## config.mk

```make
export PLATFORM = sky130hd
export DESIGN_NAME = at_command_link_sequencer_top
export DESIGN_NICKNAME = d
export VERILOG_FILES = /design/src/aclseq_pkg.sv /design/src/aclseq_front.sv /design/src/aclseq_fifo.sv /design/src/aclseq_back.sv /design/src/at_command_link_sequencer_top.sv
export SDC_FILE = /design/constraint.sdc
export NUM_CORES = 1
export LEC_CHECK = 0
export BUFFER_PORTS_ARGS = -buffer_cell sky130_fd_sc_hd__buf_4
export CORE_MARGIN = 1
export CORE_UTILIZATION = 53
export DETAILED_ROUTE_END_ITERATION = 6
export GPL_TIMING_DRIVEN = 0
export PLACE_DENSITY = 0.85
export SLEW_MARGIN = 20
export SYNTH_ARGS = -nofsm -noshare
export SYNTH_HDL_FRONTEND = slang
export SYNTH_SLANG_ARGS = --single-unit
```

## constraint.sdc

```tcl
create_clock -name clk -period 2.6 [get_ports clk]
set_input_delay 0.52 -clock clk [delete_from_list [all_inputs] [get_ports clk]]
set_output_delay 0.52 -clock clk [all_outputs]
set_load 0.02 [all_outputs]
```

## src/aclseq_pkg.sv

```systemverilog
// ----------------------------------------------------------------------------
// aclseq_pkg
// Shared types, constants and word tables of the AT-command link sequencer.
// ----------------------------------------------------------------------------
package aclseq_pkg;

	localparam int MAX_LINE_CHARS_DEF = 512;

	localparam logic [7:0] CHAR_CR = 8'd13;
	localparam logic [7:0] CHAR_LF = 8'd10;

	localparam logic [7:0] WORD_OK [2] = '{8'h4F, 8'h4B};
	localparam logic [7:0] WORD_SENDOK [7] = '{8'h53, 8'h45, 8'h4E, 8'h44, 8'h5F, 8'h4F, 8'h4B};

	localparam logic [2:0] LINK_ECHO_OFF   = 3'd0;
	localparam logic [2:0] LINK_TEST       = 3'd1;
	localparam logic [2:0] LINK_MODE       = 3'd2;
	localparam logic [2:0] LINK_JOIN       = 3'd3;
	localparam logic [2:0] LINK_CONNECT    = 3'd4;
	localparam logic [2:0] LINK_NETWORK_UP = 3'd5;

	localparam logic [1:0] CMD_TEST    = 2'd0;
	localparam logic [1:0] CMD_MODE    = 2'd1;
	localparam logic [1:0] CMD_JOIN    = 2'd2;
	localparam logic [1:0] CMD_CONNECT = 2'd3;

	// Classification of one received byte, as passed from front to back.
	typedef struct packed {
		logic ok_line;
		logic sendok_line;
	} line_ev_t;

	typedef enum logic [5:0] {
		ST_ECHO_OFF   = 6'b000001,
		ST_TEST       = 6'b000010,
		ST_MODE       = 6'b000100,
		ST_JOIN       = 6'b001000,
		ST_CONNECT    = 6'b010000,
		ST_NETWORK_UP = 6'b100000
	} seq_state_t;

endpackage

```

## src/aclseq_front.sv

```systemverilog
// ----------------------------------------------------------------------------
// aclseq_front
// Assembles received bytes into lines and classifies each byte.
// ----------------------------------------------------------------------------
module aclseq_front import aclseq_pkg::*; #(
	parameter int MAX_LINE_CHARS = MAX_LINE_CHARS_DEF
) (
	input  logic       clk,
	input  logic       arst_n,
	input  logic       take,
	input  logic [7:0] rx_byte,
	output line_ev_t   ev
);

	localparam int LEN_W = $clog2(MAX_LINE_CHARS);
	localparam logic [LEN_W-1:0] LEN_LIMIT = LEN_W'(MAX_LINE_CHARS - 1);
	localparam logic [LEN_W-1:0] LEN_OK = LEN_W'(2);
	localparam logic [LEN_W-1:0] LEN_SENDOK = LEN_W'(7);

	logic [LEN_W-1:0] line_len_q;
	logic             ok_match_q;
	logic             sendok_match_q;
	logic             is_eol;
	logic             ok_char_hit;
	logic             sendok_char_hit;

	assign is_eol = (rx_byte == CHAR_CR) || (rx_byte == CHAR_LF);

	always_comb begin
		ok_char_hit = 1'b0;
		sendok_char_hit = 1'b0;
		if (line_len_q < LEN_OK) begin
			ok_char_hit = (rx_byte == WORD_OK[line_len_q[0]]);
		end
		if (line_len_q < LEN_SENDOK) begin
			sendok_char_hit = (rx_byte == WORD_SENDOK[line_len_q[2:0]]);
		end
	end

	always_comb begin
		ev.ok_line = is_eol && ok_match_q && (line_len_q == LEN_OK);
		ev.sendok_line = is_eol && sendok_match_q && (line_len_q == LEN_SENDOK);
	end

	always_ff @(posedge clk or negedge arst_n) begin
		if (!arst_n) begin
			line_len_q <= '0;
			ok_match_q <= 1'b1;
			sendok_match_q <= 1'b1;
		end else if (take) begin
			if (is_eol) begin
				line_len_q <= '0;
				ok_match_q <= 1'b1;
				sendok_match_q <= 1'b1;
			end else if (line_len_q < LEN_LIMIT) begin
				line_len_q <= line_len_q + LEN_W'(1);
				ok_match_q <= ok_match_q && ok_char_hit;
				sendok_match_q <= sendok_match_q && sendok_char_hit;
			end
		end
	end

endmodule

```

## src/aclseq_fifo.sv

```systemverilog
// ----------------------------------------------------------------------------
// aclseq_fifo
// Two-entry queue of classified bytes between front and back.
// ----------------------------------------------------------------------------
module aclseq_fifo import aclseq_pkg::*; (
	input  logic     clk,
	input  logic     arst_n,
	input  logic     push,
	input  line_ev_t push_ev,
	output logic     full,
	input  logic     pop,
	output logic     not_empty,
	output line_ev_t pop_ev
);

	line_ev_t   slot_q [2];
	logic       wr_ptr_q;
	logic       rd_ptr_q;
	logic [1:0] count_q;

	assign full = (count_q == 2'd2);
	assign not_empty = (count_q != 2'd0);
	assign pop_ev = slot_q[rd_ptr_q];

	always_ff @(posedge clk) begin
		if (push) begin
			slot_q[wr_ptr_q] <= push_ev;
		end
	end

	always_ff @(posedge clk or negedge arst_n) begin
		if (!arst_n) begin
			wr_ptr_q <= 1'b0;
			rd_ptr_q <= 1'b0;
			count_q <= 2'd0;
		end else begin
			if (push) begin
				wr_ptr_q <= ~wr_ptr_q;
			end
			if (pop) begin
				rd_ptr_q <= ~rd_ptr_q;
			end
			if (push && !pop) begin
				count_q <= count_q + 2'd1;
			end else if (pop && !push) begin
				count_q <= count_q - 2'd1;
			end
		end
	end

endmodule

```

## src/aclseq_back.sv

```systemverilog
// ----------------------------------------------------------------------------
// aclseq_back
// Bring-up sequencer, send counter and registered result stage.
// ----------------------------------------------------------------------------
module aclseq_back import aclseq_pkg::*; (
	input  logic        clk,
	input  logic        arst_n,
	input  logic        ev_avail,
	input  line_ev_t    ev,
	output logic        ev_take,
	output logic        out_valid,
	input  logic        out_ready,
	output logic        cmd_valid,
	output logic [1:0]  cmd_index,
	output logic [2:0]  link_state,
	output logic [31:0] sends_confirmed
);

	seq_state_t  state_q;
	seq_state_t  state_nxt;
	logic [31:0] count_q;
	logic [31:0] count_nxt;
	logic        cmd_nxt;
	logic [1:0]  idx_nxt;
	logic [2:0]  link_nxt;
	logic        out_valid_q;

	assign ev_take = ev_avail && (!out_valid_q || out_ready);
	assign out_valid = out_valid_q;

	always_comb begin
		state_nxt = state_q;
		count_nxt = count_q;
		cmd_nxt = 1'b0;
		idx_nxt = CMD_TEST;
		if (state_q == ST_NETWORK_UP) begin
			if (ev.sendok_line) begin
				count_nxt = count_q + 32'd1;
			end
		end else if (ev.ok_line) begin
			case (state_q)
				ST_ECHO_OFF: begin
					state_nxt = ST_TEST;
					cmd_nxt = 1'b1;
					idx_nxt = CMD_TEST;
				end
				ST_TEST: begin
					state_nxt = ST_MODE;
					cmd_nxt = 1'b1;
					idx_nxt = CMD_MODE;
				end
				ST_MODE: begin
					state_nxt = ST_JOIN;
					cmd_nxt = 1'b1;
					idx_nxt = CMD_JOIN;
				end
				ST_JOIN: begin
					state_nxt = ST_CONNECT;
					cmd_nxt = 1'b1;
					idx_nxt = CMD_CONNECT;
				end
				ST_CONNECT: begin
					state_nxt = ST_NETWORK_UP;
				end
				default: begin
					state_nxt = state_q;
				end
			endcase
		end
	end

	always_comb begin
		case (state_nxt)
			ST_ECHO_OFF:   link_nxt = LINK_ECHO_OFF;
			ST_TEST:       link_nxt = LINK_TEST;
			ST_MODE:       link_nxt = LINK_MODE;
			ST_JOIN:       link_nxt = LINK_JOIN;
			ST_CONNECT:    link_nxt = LINK_CONNECT;
			ST_NETWORK_UP: link_nxt = LINK_NETWORK_UP;
			default:       link_nxt = LINK_ECHO_OFF;
		endcase
	end

	always_ff @(posedge clk or negedge arst_n) begin
		if (!arst_n) begin
			state_q <= ST_ECHO_OFF;
			count_q <= '0;
			out_valid_q <= 1'b0;
		end else begin
			if (ev_take) begin
				state_q <= state_nxt;
				count_q <= count_nxt;
				out_valid_q <= 1'b1;
			end else if (out_ready) begin
				out_valid_q <= 1'b0;
			end
		end
	end

	always_ff @(posedge clk) begin
		if (ev_take) begin
			cmd_valid <= cmd_nxt;
			cmd_index <= idx_nxt;
			link_state <= link_nxt;
			sends_confirmed <= count_nxt;
		end
	end

endmodule

```

## src/at_command_link_sequencer_top.sv

```systemverilog
// ----------------------------------------------------------------------------
// at_command_link_sequencer_top
// Line assembly and bring-up sequencing for an AT-command modem link.
// ----------------------------------------------------------------------------
// Channel | Handshake           | Payload
// input   | in_valid, in_ready   | rx_byte
// output  | out_valid, out_ready | cmd_valid, cmd_index, link_state, sends_confirmed
//
// One byte is taken per cycle while in_ready is high. It enters the queue at the
// edge that accepts it and moves into the result register when the back end
// takes it from the queue, which waits while a held result is not yet accepted.
// The two-entry queue fills only while out_ready is low; in_ready then drops.
// Reset returns the sequence to echo_off, clears the counter and the line.
// ----------------------------------------------------------------------------
module at_command_link_sequencer_top import aclseq_pkg::*; #(
	parameter int MAX_LINE_CHARS = MAX_LINE_CHARS_DEF
) (
	input  logic        clk,
	input  logic        arst_n,
	input  logic        in_valid,
	output logic        in_ready,
	input  logic [7:0]  rx_byte,
	output logic        out_valid,
	input  logic        out_ready,
	output logic        cmd_valid,
	output logic [1:0]  cmd_index,
	output logic [2:0]  link_state,
	output logic [31:0] sends_confirmed
);

	line_ev_t front_ev;
	line_ev_t queue_ev;
	logic     queue_full;
	logic     queue_avail;
	logic     queue_pop;
	logic     take;

	assign in_ready = !queue_full;
	assign take = in_valid && in_ready;

	aclseq_front #(
		.MAX_LINE_CHARS(MAX_LINE_CHARS)
	) u_front (
		.clk     (clk),
		.arst_n  (arst_n),
		.take    (take),
		.rx_byte (rx_byte),
		.ev      (front_ev)
	);

	aclseq_fifo u_fifo (
		.clk       (clk),
		.arst_n    (arst_n),
		.push      (take),
		.push_ev   (front_ev),
		.full      (queue_full),
		.pop       (queue_pop),
		.not_empty (queue_avail),
		.pop_ev    (queue_ev)
	);

	aclseq_back u_back (
		.clk             (clk),
		.arst_n          (arst_n),
		.ev_avail        (queue_avail),
		.ev              (queue_ev),
		.ev_take         (queue_pop),
		.out_valid       (out_valid),
		.out_ready       (out_ready),
		.cmd_valid       (cmd_valid),
		.cmd_index       (cmd_index),
		.link_state      (link_state),
		.sends_confirmed (sends_confirmed)
	);

endmodule

```

==> flow_metrics.tcl <==
set metrics [dict create \
    final.min_clock_period_ns 2.36 \
    max_cap_viol_count 0 \
    grt_setup_unrepaired "false" \
    worst_pin_slew_ns 0.808 \
    total_cts_buffers 9 \
    drc 10 \
    synth-main-ff-cell "sky130_fd_sc_hd__dfrtp_1" \
    timing_max_transition_violations_final 0 \
    gp_routability_congestion 0.882 \
    postSynthRegisterBits 96 \
    gr-usage-all-layers_pct 21.3 \
    ant_nets 0 \
    cp-start-kind "flop" \
    vias_per_cell 5.76 \
    post_synth_and_or_nand_nor_area_fraction_pct 20.0 \
    final.period_utilization_pct 90.7 \
    first_pass_iters 7 \
    synthArstFlopShare_pct 56.3 \
    ir_worst_vdd_uv 533 \
    cts_htree_levels 3 \
    row_count 34 \
    cts_buffer_depth 2 \
    synth.yosys.seq_area_share_pct 53.8 \
    ctsHoldBuffers 0 \
    postLayoutSetupSlackWorst_ns 0.242 \
    synth.distinct_cells 52 \
    total_half_perimeter_wirelength_after_legalization_and_detailed_placement_um 6590 \
    areaGrowthSynthToFinish_pct 14.9 \
    floorplan.initialDensity_pct 55.3 \
    final_cell_area_um2 5590 \
    post_synth_instance_area_um2 4870 \
    grt_first_pass_wirelength_um 16300 \
    grt_pass1_vias 3583 \
    timing.reg2reg.setup_slack_ns 0.24 \
    syn-num-nets 472 \
    synth.top_cell.area_share_pct 26.2 \
    critPathSlowestCell "sky130_fd_sc_hd__nand4b_2" \
    dpl_worst_slack_ns -0.339 \
    critical_path_peak_fanout 10 \
    synth_warnings 0 \
    post_synth_inst_count 455 \
    grt_max_degree 55 \
    clk_pin_slew_worst_paths_ns 0.10 \
    design.final.nets 532 \
    adder_cell_share_of_the_synthesized_area_pct 1.29 \
    muxShareOfSynthArea_pct 1.54 \
    route.final.wire_length_um 9550 \
    vertical_die_dimension_um 97.8 \
    crit-reg2reg-launch "u_back.state_q[3]$_DFFE_PN0P_" \
    slew_headroom_pct 45.7 \
    layout-drive-gt1-share_pct 17.1 \
    cts_tree "yes" \
    timing_worst_setup_path_type "reg2reg" \
    critPathArrivalTime_ns 2.47 \
    worstPathCellList "buf_2 -> nor2_1 -> nand3_1 -> nand4b_2 -> clkbuf_1 -> nor4_1 -> xor2_1" \
    overall_power_after_layout_uw 4390 \
    antenna_found_initial 0 \
    post_synthesis_compound_gate_area_fraction_pct 5.94 \
    drtIter0Drc 203 \
    worstRegToRegCells 7 \
    hold_path.class "in2async" \
    reg2reg_to "u_back.sends_confirmed[27]$_DFFE_PP_" \
    critical_path.max_stage_delay_ns 0.40 \
    total_count_of_hold_check_failures_in_the_final_report 0 \
    outcome "finished, violations left" \
    clock-sinks 96 \
    p_leak_uw 0.00245 \
    placeableCoreArea_um2 8810 \
    drt-wirelength-per-cell_um 15.2 \
    port_buffers 49 \
    sum_of_overflow_across_all_layers_after_global_routing 0 \
    die_w_um 97.8 \
    clock-skew-final_ns 0.0163 \
    avgSynthCellArea_um2 10.7 \
    clock_tree.root_cell "sky130_fd_sc_hd__clkbuf_8" \
    top_level_pins 52 \
    biggest_area_consumer_among_synthesized_cells "sky130_fd_sc_hd__dfrtp_1" \
    synth_xor_area_share_pct 14.6 \
    setup_tns_ns 0 \
    critPathRequiredTime_ns 2.72 \
    violated_checks "design-rule violations" \
    design.die.area_um2 9570 \
    n_antenna_cell 0 \
    timing.fmax_mhz 424 \
    synth_top_family_by_area "simple AND/OR/NAND/NOR gates" \
    via_count 3618 \
    ys_top_cells_by_area "sky130_fd_sc_hd__dfrtp_1 (26%), sky130_fd_sc_hd__edfxtp_1 (26%), sky130_fd_sc_hd__xor2_1 (9.4%)" \
    worst_setup_path_end_kind "flop" \
    synth_enable_flop_cells 42 \
    placement.cell_area_um2 5370 \
    hold_slack_ns 0.199 \
    clock_latency_ns 0.37 \
    finalSetupViolations 0 \
    pwr_density_cell_nw_per_um2 786 \
]
Yosys cell counts (5+ instances only):
cell and count:
sky130_fd_sc_hd__nand4_1 13, sky130_fd_sc_hd__nor4_1 17, sky130_fd_sc_hd__clkbuf_1 12, sky130_fd_sc_hd__o21ai_0 10, sky130_fd_sc_hd__ha_1 5, sky130_fd_sc_hd__a21oi_1 5, sky130_fd_sc_hd__nand3_1 20, sky130_fd_sc_hd__and3_1 5
sky130_fd_sc_hd__nor3_1 25, sky130_fd_sc_hd__dfrtp_1 51, sky130_fd_sc_hd__edfxtp_1 42, sky130_fd_sc_hd__xnor2_1 29, sky130_fd_sc_hd__nand2_1 37, sky130_fd_sc_hd__xor2_1 52, sky130_fd_sc_hd__inv_1 12, sky130_fd_sc_hd__nor2_1 47
cell usage in the layout (no fill, tap or decap), drive strengths merged, types with 15 or more instances in the layout:
| master | n |
|---|---|
| buf | 56 |
| clkbuf | 22 |
| dfrtp | 51 |
| edfxtp | 42 |
| inv | 15 |
| nand2 | 37 |
| nand3 | 20 |
| nor2 | 47 |
| nor3 | 25 |
| nor4 | 18 |
| xnor2 | 29 |
| xor2 | 52 |
cell type report:
cell class	count	area, µm²
Buffer	20	93.8
Clock buffer	9	124
Clock inverter	7	77.6
Fill cell	663	3210
Inverter	13	53.8
Multi-Input combinational cell	326	2120
Sequential cell	96	2620
Tap cell	108	135
Timing Repair Buffer	49	368
registers in the layout, summed over array words and instances, names as in the netlist:
| signal | count |
|---|---|
| u_front.ok_match_q | 1 |
| u_back.link_state | 3 |
| u_front.line_len_q | 9 |
| u_fifo.wr_ptr_q | 1 |
| u_back.cmd_index | 2 |
| u_back.count_q | 32 |
| u_back.sends_confirmed | 32 |
| u_fifo.rd_ptr_q | 1 |
| u_fifo.slot_q | 4 |
| u_front.sendok_match_q | 1 |
| u_fifo.count_q | 2 |
| u_back.out_valid | 1 |
| u_back.state_q | 6 |
| u_back.cmd_valid | 1 |
metal layers:
metal / up-vias / GRT usage, % / wire (µm)
met5: - / 0 / 0
met4: 0 / 12.1 / 245
met2: 124 / 36.0 / 4780
li1: 1745 / - / -
met3: 22 / 3.65 / 454
met1: 1727 / 26.1 / 4060
repair_timing:
action,in CTS,in global routing
buffers inserted,0,0
setup endpoints to repair,23,11
resized for setup,1,3
power by group:
| part | internal [µW] | leakage (µW) | switching, µW |
|---|---|---|---|
| logic | 497 | 0.00124 | 788 |
| registers | 1930 | 0.00111 | 170 |
| clock network | 455 | 0.0000958 | 553 |
metrics by stage:
| stage | instances | util (%) |
|---|---|---|
| after floorplan | 455 | - |
| after detailed placement | 612 | 61.0 |
| after CTS | 628 | 63.3 |
| after global routing | 628 | 63.5 |
| final | 628 | 63.5 |
| after global placement | 612 | 61.0 |
cell families after synthesis:
group / Yosys count
simple gates: 192
flops: 96
xor+xnor: 81
compound gates: 41
buf+inv: 33
mux: 7
fa+ha+maj: 5
worst max-delay path, delay by kind of cell (launching register included):
kind	cells	cell delay [ns]
XOR/XNOR	1	0.13
buffers and inverters	2	0.50
flip-flops	1	0.36
AND/OR/NAND/NOR	4	1.12
how the worst max path moves through the flow:
stage | from | cells after the start | endpoint
detailed placement | out_ready | 7 | u_back.count_q[27]$_DFFE_PN0P_
floorplan | out_ready | 6 | u_back.count_q[29]$_DFFE_PN0P_
CTS | u_fifo.count_q[0]$_DFFE_PN0P_ | 5 | u_back.count_q[21]$_DFFE_PN0P_
global placement | out_ready | 7 | u_back.count_q[29]$_DFFE_PN0P_
finish | u_back.state_q[3]$_DFFE_PN0P_ | 7 | u_back.sends_confirmed[27]$_DFFE_PP_
global route | u_back.count_q[8]$_DFFE_PN0P_ | 7 | u_back.sends_confirmed[25]$_DFFE_PP_
Power figures use the tool's default switching activity.
